## config.mk

```make
export PLATFORM = sky130hd
export DESIGN_NAME = aabb_track
export DESIGN_NICKNAME = d
export VERILOG_FILES = /design/src/rtl/aabb_pkg.sv /design/src/rtl/aabb_track.sv
export SDC_FILE = /design/constraint.sdc
export NUM_CORES = 1
export LEC_CHECK = 0
export BUFFER_PORTS_ARGS = -buffer_cell sky130_fd_sc_hd__buf_4
export CORE_MARGIN = 4
export CORE_UTILIZATION = 26
export DETAILED_ROUTE_END_ITERATION = 8
export PLACE_DENSITY = 0.51
export SETUP_SLACK_MARGIN = 0.5
export SLEW_MARGIN = 30
export SYNTH_ARGS = -nofsm -noshare
export SYNTH_HDL_FRONTEND = slang
export SYNTH_SLANG_ARGS = --single-unit
```

## constraint.sdc

```tcl
create_clock -name clk_i -period 11.8 [get_ports clk_i]
set_input_delay 0.59 -clock clk_i [delete_from_list [all_inputs] [get_ports clk_i]]
set_output_delay 0.59 -clock clk_i [all_outputs]
set_load 0.005 [all_outputs]
```

## src/rtl/aabb_pkg.sv

```systemverilog
// Shared types, widths and constants for the bounding box block.
// Used by every module under rtl; depends on nothing.
package aabb_pkg;

  localparam int CoordWidth  = 32;
  localparam int CoefWidth   = 16;
  localparam int FracBits    = 12;
  localparam int NumAxes     = 3;
  localparam int RowWidth    = NumAxes * CoefWidth;
  localparam int CfgWidth    = (RowWidth > CoordWidth) ? RowWidth : CoordWidth;
  localparam int CfgIdxWidth = 3;
  localparam int ProdWidth   = CoefWidth + CoordWidth;
  localparam int ShWidth     = ProdWidth - FracBits;
  localparam int SumWidth    = ShWidth + 2;
  localparam int InDataWidth  = ((NumAxes * CoordWidth + 7) / 8) * 8;
  localparam int OutDataWidth = ((2 * NumAxes * CoordWidth + 7) / 8) * 8;
  localparam int FifoDepth   = 4;

  typedef logic signed [CoordWidth-1:0] coord_t;

  localparam coord_t CoordMax = coord_t'({1'b0, {(CoordWidth-1){1'b1}}});
  localparam coord_t CoordMin = coord_t'({1'b1, {(CoordWidth-1){1'b0}}});

  localparam logic [CoefWidth-1:0] CoefOne   = CoefWidth'(1) << FracBits;
  localparam logic [RowWidth-1:0]  RowXReset = RowWidth'(CoefOne);
  localparam logic [RowWidth-1:0]  RowYReset = RowWidth'(CoefOne) << CoefWidth;
  localparam logic [RowWidth-1:0]  RowZReset = RowWidth'(CoefOne) << (2 * CoefWidth);

  typedef enum logic [CfgIdxWidth-1:0] {
    RegRowX,
    RegRowY,
    RegRowZ,
    RegShiftX,
    RegShiftY,
    RegShiftZ
  } cfg_reg_e;

  typedef struct packed {
    logic [NumAxes-1:0][RowWidth-1:0] row;
    coord_t [NumAxes-1:0]             shift;
  } cfg_t;

  typedef struct packed {
    coord_t [NumAxes-1:0] pos;
    logic                 last;
    logic                 empty;
  } vtx_t;

  typedef struct packed {
    coord_t [NumAxes-1:0] world;
    logic                 last;
    logic                 empty;
  } wvtx_t;

  typedef struct packed {
    coord_t [NumAxes-1:0] hi;
    coord_t [NumAxes-1:0] lo;
  } box_t;

endpackage

```

## src/rtl/aabb_track.sv

```systemverilog
// Back end: running min/max trackers and the registered box output.
// Re-arms on the last vertex or an empty set. Uses aabb_pkg.
module aabb_track (
  input  logic             clk_i,
  input  logic             rst_ni,
  input  logic             in_valid_i,
  output logic             in_ready_o,
  input  aabb_pkg::wvtx_t  in_i,
  output logic             out_valid_o,
  input  logic             out_ready_i,
  output aabb_pkg::box_t   out_o
);

  aabb_pkg::coord_t [aabb_pkg::NumAxes-1:0] run_min_q, run_min_d;
  aabb_pkg::coord_t [aabb_pkg::NumAxes-1:0] run_max_q, run_max_d;
  aabb_pkg::box_t                           box_q;
  logic                                     out_valid_q;
  logic                                     emit;
  logic                                     take;

  assign emit       = in_i.last || in_i.empty;
  assign in_ready_o = !emit || !out_valid_q || out_ready_i;
  assign take       = in_valid_i && in_ready_o;

  always_comb begin
    for (int a = 0; a < aabb_pkg::NumAxes; a++) begin
      run_min_d[a] = ($signed(in_i.world[a]) < $signed(run_min_q[a])) ? in_i.world[a]
                                                                     : run_min_q[a];
      run_max_d[a] = ($signed(in_i.world[a]) > $signed(run_max_q[a])) ? in_i.world[a]
                                                                     : run_max_q[a];
    end
  end

  always_ff @(posedge clk_i or negedge rst_ni) begin
    if (!rst_ni) begin
      run_min_q   <= {aabb_pkg::NumAxes{aabb_pkg::CoordMax}};
      run_max_q   <= {aabb_pkg::NumAxes{aabb_pkg::CoordMin}};
      out_valid_q <= 1'b0;
    end else begin
      if (take) begin
        if (emit) begin
          run_min_q <= {aabb_pkg::NumAxes{aabb_pkg::CoordMax}};
          run_max_q <= {aabb_pkg::NumAxes{aabb_pkg::CoordMin}};
        end else begin
          run_min_q <= run_min_d;
          run_max_q <= run_max_d;
        end
      end
      if (take && emit) begin
        out_valid_q <= 1'b1;
      end else if (out_ready_i) begin
        out_valid_q <= 1'b0;
      end
    end
  end

  always_ff @(posedge clk_i) begin
    if (take && emit) begin
      if (in_i.empty) begin
        box_q <= '0;
      end else begin
        box_q.lo <= run_min_d;
        box_q.hi <= run_max_d;
      end
    end
  end

  assign out_valid_o = out_valid_q;
  assign out_o       = box_q;

endmodule

```

==> results.md <==
- Worst EP required: between 10 and 15 ns
- Max-cap violations: 0
- Final hold viol count: 0
- Hold slack: slightly above 0.06 ns
- Net Sw Frac: 29.0%
- Max-slew violations: 0
- DRT iter0 DRCs: 753
- Most used DFF post-synth: edfxtp_1
- Worst Setup Path Type: reg2reg
- Remaining DRCs: 0
- Startpoint types: flip-flop
- Share of layout cells above drive strength 1: 24.5%
- Worst rel slew slack: between 30% and 40%
- Synth area leader: edfxtp_1
- Clk slew on worst S/H paths: approximately 0.060 ns
- Sequential area share after synthesis: 52.7%
- First-pass GRT wire length: 92300 um
- DP Area: 23900 um^2
- Die extent in x: 288 um
- Largest fanout on the critical path: 33
- Post-route cell area: 25400 um^2
- Setup TNS Final: 0 ns
- # hold bufs at CTS: 0
- Placer Congestion: 0.801
- Largest net degree at the start of global routing: roughly 110
- Measured slew at the worst slew-check pin: 0.921 ns
- Initial DRT Pass Iterations: 4
- Placed cells: 3035
- Core Area: 77500 um^2
- Clock power share: ~36%
- Synth Cell Area: 20300 um^2
- Area grow syn2layout: 24.9%
- Setup violators final: 0
- # nets final: 2338
- IO Count: 296
- # Post-CTS Setup Buffers: 0
- Part of the power in registers: between 40% and 50%
- Vias/cell: approximately 4.7
- DR WL/cell: 19.2 um
- Syn_area_per_cell: 11.6 um^2
- Peak VDD IR: around 0.089 mV
- Ys Warns: 0
- Final Skew: 0.0232 ns
- RSZ-0062 raised after global routing: no
- Die ar.: 82700 um^2
- EDFF count, synth: 192
- Post-CTS sizing: 0
- CTS Buffer Depth: 3
- Clock Sinks: slightly below 400
- Fin crit share: 36.4%
- Clock latency on the worst-skew pair: between 0.5 and 0.6 ns
- DP HPWL: 42500 um
- Num rows: 102
- Sw Pwr: 1.13 mW
- Grt ovf: 0
- Final WL: 60200 um
- Initial antenna violation count: 2
- Post-synth top area share: 28.4%
- Crit path DAT: 4.81 ns
- Fin cells: 3128
- CTS tree: done
- CP Capture Type: flip-flop
- Yosys reg bits: 385
- Syn Inst Count: approximately 1800
- Internal power of the cells: 2.76 mW
- Area contributors post-synth: edfxtp_1, dfstp_2, dfrtp_1
- Vias in the first global route: 15200
- Antenna Violating Nets Remaining: 0
- Worst Hold Class: in2async
- Peak Freq: 233 MHz
- Minimum clock period: 4.30 ns
- Async SR Flop Fraction: 50.1%
- Final Worst Setup Slack: 7.50 ns
- Die H: 288 um
- Root Buffer: clkbuf_16
- Via count: 14700
- Clock H-tree levels: 2
- Pre-CTS setup slack: about 7.2 ns
- Initial Util: 26.2%
- Static leakage: 11.7 nW
- Yosys cell types: 49
- Status: completed
- Pwr/cell area: approximately 150 nW/um^2
- I/O Buffers: 295
- Total CTS buffers: 47
- Logic pwr share: 21.6%
- Syn_nets: 2041
- GRT Total Usage: approximately 14%
-- state kept, by name, indices dropped and copies added, names as in the netlist --
register     count
out_o          192
out_valid_o      1
run_max_q       96
run_min_q       96
-- worst max-delay path: stages (launching register included) --
cell	delay [ns]
dfstp_2	0.54
inv_1	0.04
ha_1	0.28
a21o_1	0.18
a31oi_1	0.36
o211ai_1	0.19
or4_1	0.53
a22oi_1	0.34
mux2i_4	0.35
buf_4	0.57
o21a_1	0.19
buf_4	0.41
o22a_1	0.24
-- cell type report --
cell class	count	area (um^2)
repair buffers	325	2520
clock inverters	20	135
clock buffers	67	1340
inverters	205	769
flip-flops and latches	385	10700
multi-input cells	1083	8610
fillers	7801	52100
well taps	1040	1300
diodes	3	7.51
-- metal layers --
metal  GRT usage [%]  vias up  part of all wire (%)
li1                -     6965                     -
met1            18.3     7344                    44
met2            23.8      313                    47
met3            3.57       86                   6.0
met4            4.16        0                   2.7
met5               0        -                     0
-- through the flow --
stage          power (mW)  util, %
2_1_floorplan        2.17        -
3_3_place_gp         2.50     30.7
6_report             3.89     32.8
3_5_place_dp         2.52     30.8
4_1_cts              3.96     32.7
5_1_grt              4.11     32.8
-- cell usage after synthesis (35+ instances only) --
cell      number
a21oi_1       73
a22o_1        93
clkbuf_1      45
dfrtp_1       97
dfstp_2       96
edfxtp_1     192
ha_1         189
inv_1        205
mux2i_1      193
nand2_1       52
nor2_1       210
o21ai_0       35
o22a_1        93
-- cells by family (layout without fill, tap and decap cells) --
family / after synthesis / after routing / synth area share [%]
other: 0 / 3 / 0
buffers and inverters: 282 / 617 / 5.44
adders and majority gates: 189 / 189 / 11.6
AOI/OAI and AO/OA: 366 / 366 / 13.4
muxes: 194 / 194 / 9.57
and+or+nand+nor: 334 / 334 / 7.20
DFF: 385 / 385 / 52.7
-- power by group through the flow --
stage,logic (mW),clock network [mW],registers (mW)
after floorplan,0.497,0,1.67
after global placement,0.831,0,1.67
after detailed placement,0.849,0,1.67
after CTS,0.853,1.45,1.65
after global routing,0.935,1.51,1.66
final,0.838,1.40,1.65
-- cells in the final DEF (no fill, tap or decap), types with 6 or more instances in the layout --
| cell | instances |
|---|---|
| a21o_1 | 18 |
| a21oi_1 | 72 |
| nor2_1 | 209 |
| o21ai_0 | 35 |
| clkbuf_1 | 13 |
| nor2b_1 | 7 |
| ha_1 | 189 |
| nor4_1 | 6 |
| clkbuf_16 | 49 |
| a22o_1 | 93 |
| dfrtp_1 | 97 |
| clkinv_2 | 11 |
| nand4_1 | 31 |
| edfxtp_1 | 192 |
| o22a_1 | 93 |
| clkbuf_8 | 6 |
| mux2i_1 | 192 |
| inv_1 | 205 |
| nand2_1 | 51 |
| dfstp_2 | 96 |
| a211oi_1 | 8 |
| buf_4 | 316 |
-- worst paths after layout --
kind                                                 from                   endpoint  slack [ns]  cells after the start
worst min register to register  run_max_q[31]$_DFFE_PN1P_  run_max_q[31]$_DFFE_PN1P_        0.51                      2
max in group asynchronous                          rst_ni  run_max_q[28]$_DFFE_PN0P_       10.47                      2
worst max register to register  run_min_q[93]$_DFFE_PN1P_  run_min_q[91]$_DFFE_PN1P_        7.50                     12
min in group clk_i                            out_ready_i    out_valid_o$_DFFE_PN0P_        0.24                      2
worst max-delay path            run_min_q[93]$_DFFE_PN1P_  run_min_q[91]$_DFFE_PN1P_        7.50                     12
worst min-delay path                               rst_ni   run_max_q[4]$_DFFE_PN0P_        0.06                      1
Note: power is estimated with default switching activity, not from simulation.
