File: config.mk
export PLATFORM = sky130hd
export DESIGN_NAME = aabb_fifo
export DESIGN_NICKNAME = d
export VERILOG_FILES = /design/src/rtl/aabb_pkg.sv /design/src/rtl/aabb_fifo.sv
export SDC_FILE = /design/constraint.sdc
export NUM_CORES = 1
export LEC_CHECK = 0
export ABC_AREA = 0
export ABC_CLOCK_PERIOD_IN_PS = 4300
export BUFFER_PORTS_ARGS = -buffer_cell sky130_fd_sc_hd__buf_2
export CORE_MARGIN = 4
export CORE_UTILIZATION = 45
export DETAILED_ROUTE_END_ITERATION = 6
export GPL_TIMING_DRIVEN = 1
export PLACE_DENSITY = 0.74
export RECOVER_POWER = 25
export SETUP_SLACK_MARGIN = 0.4
export SLEW_MARGIN = 15
export SYNTH_ARGS = -nofsm -noshare
export SYNTH_HDL_FRONTEND = slang
export SYNTH_SLANG_ARGS = --single-unit
export TNS_END_PERCENT = 1
File: constraint.sdc
create_clock -name clk_i -period 4.3 [get_ports clk_i]
set_clock_uncertainty 0.1 [all_clocks]
set_input_delay 0.645 -clock clk_i [delete_from_list [all_inputs] [get_ports clk_i]]
set_output_delay 0.645 -clock clk_i [all_outputs]
set_load 0.03 [all_outputs]
File: src/rtl/aabb_pkg.sv
// Shared types, widths and constants for the bounding box block.
// Used by every module under rtl; depends on nothing.
package aabb_pkg;

  localparam int CoordWidth  = 32;
  localparam int CoefWidth   = 16;
  localparam int FracBits    = 12;
  localparam int NumAxes     = 3;
  localparam int RowWidth    = NumAxes * CoefWidth;
  localparam int CfgWidth    = (RowWidth > CoordWidth) ? RowWidth : CoordWidth;
  localparam int CfgIdxWidth = 3;
  localparam int ProdWidth   = CoefWidth + CoordWidth;
  localparam int ShWidth     = ProdWidth - FracBits;
  localparam int SumWidth    = ShWidth + 2;
  localparam int InDataWidth  = ((NumAxes * CoordWidth + 7) / 8) * 8;
  localparam int OutDataWidth = ((2 * NumAxes * CoordWidth + 7) / 8) * 8;
  localparam int FifoDepth   = 4;

  typedef logic signed [CoordWidth-1:0] coord_t;

  localparam coord_t CoordMax = coord_t'({1'b0, {(CoordWidth-1){1'b1}}});
  localparam coord_t CoordMin = coord_t'({1'b1, {(CoordWidth-1){1'b0}}});

  localparam logic [CoefWidth-1:0] CoefOne   = CoefWidth'(1) << FracBits;
  localparam logic [RowWidth-1:0]  RowXReset = RowWidth'(CoefOne);
  localparam logic [RowWidth-1:0]  RowYReset = RowWidth'(CoefOne) << CoefWidth;
  localparam logic [RowWidth-1:0]  RowZReset = RowWidth'(CoefOne) << (2 * CoefWidth);

  typedef enum logic [CfgIdxWidth-1:0] {
    RegRowX,
    RegRowY,
    RegRowZ,
    RegShiftX,
    RegShiftY,
    RegShiftZ
  } cfg_reg_e;

  typedef struct packed {
    logic [NumAxes-1:0][RowWidth-1:0] row;
    coord_t [NumAxes-1:0]             shift;
  } cfg_t;

  typedef struct packed {
    coord_t [NumAxes-1:0] pos;
    logic                 last;
    logic                 empty;
  } vtx_t;

  typedef struct packed {
    coord_t [NumAxes-1:0] world;
    logic                 last;
    logic                 empty;
  } wvtx_t;

  typedef struct packed {
    coord_t [NumAxes-1:0] hi;
    coord_t [NumAxes-1:0] lo;
  } box_t;

endpackage

File: src/rtl/aabb_fifo.sv
// Short queue of world-space vertices between front and back ends.
// Register storage, one read port. Uses aabb_pkg.
module aabb_fifo (
  input  logic             clk_i,
  input  logic             rst_ni,
  input  logic             in_valid_i,
  output logic             in_ready_o,
  input  aabb_pkg::wvtx_t  in_i,
  output logic             out_valid_o,
  input  logic             out_ready_i,
  output aabb_pkg::wvtx_t  out_o
);

  localparam int PtrWidth = (aabb_pkg::FifoDepth > 1) ? $clog2(aabb_pkg::FifoDepth) : 1;
  localparam int CntWidth = $clog2(aabb_pkg::FifoDepth + 1);

  aabb_pkg::wvtx_t     mem_q [aabb_pkg::FifoDepth];
  logic [PtrWidth-1:0] wptr_q, wptr_d;
  logic [PtrWidth-1:0] rptr_q, rptr_d;
  logic [CntWidth-1:0] count_q, count_d;
  logic                push;
  logic                pop;

  assign in_ready_o  = count_q != CntWidth'(aabb_pkg::FifoDepth);
  assign out_valid_o = count_q != '0;
  assign push        = in_valid_i && in_ready_o;
  assign pop         = out_valid_o && out_ready_i;
  assign out_o       = mem_q[rptr_q];

  always_comb begin
    wptr_d  = wptr_q;
    rptr_d  = rptr_q;
    count_d = count_q;
    if (push) begin
      wptr_d = (wptr_q == PtrWidth'(aabb_pkg::FifoDepth - 1)) ? '0 : wptr_q + 1'b1;
    end
    if (pop) begin
      rptr_d = (rptr_q == PtrWidth'(aabb_pkg::FifoDepth - 1)) ? '0 : rptr_q + 1'b1;
    end
    if (push && !pop) begin
      count_d = count_q + 1'b1;
    end else if (pop && !push) begin
      count_d = count_q - 1'b1;
    end
  end

  always_ff @(posedge clk_i or negedge rst_ni) begin
    if (!rst_ni) begin
      wptr_q  <= '0;
      rptr_q  <= '0;
      count_q <= '0;
    end else begin
      wptr_q  <= wptr_d;
      rptr_q  <= rptr_d;
      count_q <= count_d;
    end
  end

  always_ff @(posedge clk_i) begin
    if (push) begin
      mem_q[wptr_q] <= in_i;
    end
  end

endmodule

==> results.sh <==
export IMPL_grt_max_degree=99
export IMPL_synthXorXnorAreaFrac=0.001790
export IMPL_yosysSeqAreaShare=0.8140
export IMPL_slowest_stage="dfrtp_4"
export IMPL_cp_startpoint="rptr_q[0]"
export IMPL_postCtsHoldBufs=1
export IMPL_die_area_sq_um=35570
export IMPL_htreeDepth=2
export IMPL_cts_root_buf="clkbuf_16"
export IMPL_netlist_instances=549
export IMPL_reg2reg_depth=4
export IMPL_grt_pass1_vias=7161
export IMPL_worst_slew_pin_slew_ns=0.6745
export IMPL_hold_class="primary input to register"
export IMPL_finalCritPeriodShare=0.7761
export IMPL_die_x_um=188.6
export IMPL_final_layout_size_suffix_gt1_frac=0.3800
export IMPL_io_pins=202
export IMPL_cts_buffers=40
export IMPL_cts_tree="built"
export IMPL_antenna_cells=0
export IMPL_hold_end="mem_q[2][2]"
export IMPL_critPathKind="register to output pin"
export IMPL_tns_ns=0
export IMPL_timing_fmax_mhz=299.6
export IMPL_worstPathCellList="buf_4 > mux4_2 > buf_2"
export IMPL_drtIter0Drc=443
export IMPL_cts_clk_slew_worst_paths_ns=0.06
export IMPL_synth_distinct_cells=19
export IMPL_netlist_area_sq_um=14680
export IMPL_cts_sinks=399
export IMPL_gp_congestion=0.7097
export IMPL_vias=6553
export IMPL_overflow=0
export IMPL_insertion_delay_ns=0.52
export IMPL_relSlewSlack=0.5504
export IMPL_cp_top_family="flip-flops"
export IMPL_pre_cts_ws_ns=1.427
export IMPL_wl_per_cell_um=21.73
export IMPL_antenna_left=0
export IMPL_via_per_inst=5.272
export IMPL_p_leak_nw=5.677
export IMPL_status="complete, no violations"
export IMPL_whs_path_depth=1
export IMPL_cpPeakStageDelay_ns=0.86
export IMPL_worstReg2RegEnd="mem_q[3][43]"
export IMPL_drcViolationCount=0
export IMPL_yosysWarnings=0
export IMPL_min_delay_start="in_i[2]"
export IMPL_synth_nets=658
export IMPL_synth_fa_ha_area_frac=0.006479
export IMPL_drtPass1Iterations=6
export IMPL_required_ns=3.56
export IMPL_rows=65
export IMPL_crit_path_end_kind="output pin"
export IMPL_antenna_found_initial=2
export IMPL_synth_mux_area_frac=0.1542
export IMPL_cts_resized=0
export IMPL_setup_slack_ns=0.9628
export IMPL_drt_total_wl_mm=27.02
export IMPL_yosys_area_share_simple=0.004007
export IMPL_setup_worst_path_start_class="register"
export IMPL_start_util=0.4604
export IMPL_critical_path_buf_inv_count=2
export IMPL_fin_crit_ns=3.337
export IMPL_cp_arrival_ns=2.59
export IMPL_port_buffers=201
export IMPL_power_mw=12.89
export IMPL_hold_viol=0
export IMPL_post_cts_buffers=0
export IMPL_grt_pass1_wl_mm=42.03
export IMPL_track_usage=0.1526
export IMPL_hpwl_mm=15.36
export IMPL_finalNetCount=888
export IMPL_powerDensity_nw_per_um2=747.5
export IMPL_drv_cap=0
export IMPL_reg2reg_slack_ns=1.85
export IMPL_rsz0062_at_grt="no"
export IMPL_syn2layout_area_growth_pct=17.47
export IMPL_setup_viol=0
export IMPL_die_h_um=188.6
export IMPL_synth_top_family_by_area="multiplexers"
export IMPL_clk_path_buf_depth=3
export IMPL_syn_avg_cell_area_sq_um=26.73
export IMPL_ys_seq_elements=399
export IMPL_path_max_fanout=30
export IMPL_maxSlewViolCount=0
export IMPL_fill_cells=2465
export IMPL_synth_compound_area_frac=0.0007673
export IMPL_irDropWorstVdd_mv=0.4626
export IMPL_coreArea_sq_um=31880
export IMPL_r2r_start="count_q[1]"
[layer usage]
layer  up-vias  share of wire  GRT usage
li1       2834              -          -
met1      3463           0.41     0.2014
met2       202           0.51     0.2593
met3        50          0.058    0.03464
met4         4          0.022    0.04148
met5         -         0.0010          0
[cell usage after synthesis]
library cell | count | area (sq um)
mux2_2 | 5 | 56.30
buf_8 | 1 | 15.01
edfxtp_1 | 392 | 11770
fa_1 | 1 | 20.02
buf_4 | 1 | 7.510
nor2_1 | 4 | 15.01
xor2_1 | 2 | 17.52
buf_6 | 1 | 11.26
inv_1 | 3 | 11.26
nand2_1 | 2 | 7.510
buf_12 | 9 | 180.2
mux4_2 | 98 | 2207
ha_1 | 6 | 75.07
and2_1 | 4 | 25.02
xnor2_1 | 1 | 8.760
buf_2 | 10 | 50.05
a21boi_2 | 1 | 11.26
or3_4 | 1 | 11.26
dfrtp_1 | 7 | 175.2
[final cells by class]
| class | count | area (sq um) | area share |
|---|---|---|---|
| flip-flops and latches | 399 | 11950 | 0.6934 |
| repair buffers | 210 | 1085 | 0.06292 |
| well taps | 435 | 544.3 | 0.03157 |
| multi-input cells | 125 | 2465 | 0.1430 |
| clock buffers | 58 | 1110 | 0.06437 |
| clock inverters | 13 | 71.32 | 0.004137 |
| inverters | 3 | 11.26 | 0.0006532 |
[worst reg2reg max path, delay by kind of cell, from the launching register on]
family | cells | cell delay [ns]
buf+inv | 1 | 0.42
simple gates | 2 | 0.76
compound gates | 1 | 0.33
flops | 1 | 0.42
[report_power, final]
part | internal [mW] | switching [mW] | leakage [nW]
sequential | 5.14 | 0.294 | 3.67
clock | 1.79 | 1.34 | 0.572
combinational | 1.58 | 2.74 | 1.44
[state kept, by name, summed over array words and instances, names as in the netlist]
register  cells
mem_q       392
count_q       3
rptr_q        2
wptr_q        2
[through the flow]
stage | cell area (sq um) | cells | util | hold slack, ns
finish | 17240 | 1243 | 0.5408 | 0.2437
global route | 17240 | 1243 | 0.5408 | 0.2365
CTS | 17320 | 1243 | 0.5433 | 0.2164
detailed placement | 16130 | 1171 | 0.5059 | 0.3957
global placement | 16130 | 1171 | 0.5059 | 0.3926
floorplan | 14680 | 549 | - | 0.2494
[layout by cell type, fill, tap and decap left out, drive strengths merged, types with 2 or more instances in the layout]
| cell type | instances |
|---|---|
| clkinv | 10 |
| inv | 5 |
| mux4 | 98 |
| edfxtp | 392 |
| dfrtp | 7 |
| xor2 | 2 |
| mux2 | 5 |
| ha | 6 |
| nand2 | 2 |
| buf | 146 |
| clkbuf | 121 |
| and2 | 4 |
| nor2 | 4 |
[worst max-delay path by stage]
stage | end | slack, ns | cells past startpoint
after floorplan | mem_q[1][0] | 0.53 | 2
after global placement | out_o[68] | 1.44 | 3
after detailed placement | out_o[68] | 1.43 | 3
after CTS | out_o[68] | 0.86 | 3
after global routing | out_o[68] | 0.75 | 3
final | out_o[71] | 0.96 | 3
[cell families (layout without fill, tap and decap cells)]
| logic type | Yosys count | in the layout |
|---|---|---|
| AOI/OAI and AO/OA | 1 | 1 |
| xor gates and xnor gates | 3 | 3 |
| adders and majority gates | 7 | 7 |
| buffers and inverters | 25 | 284 |
| DFF | 399 | 399 |
| muxes | 103 | 103 |
| and+or+nand+nor | 11 | 11 |
Power figures use the tool's default switching activity.
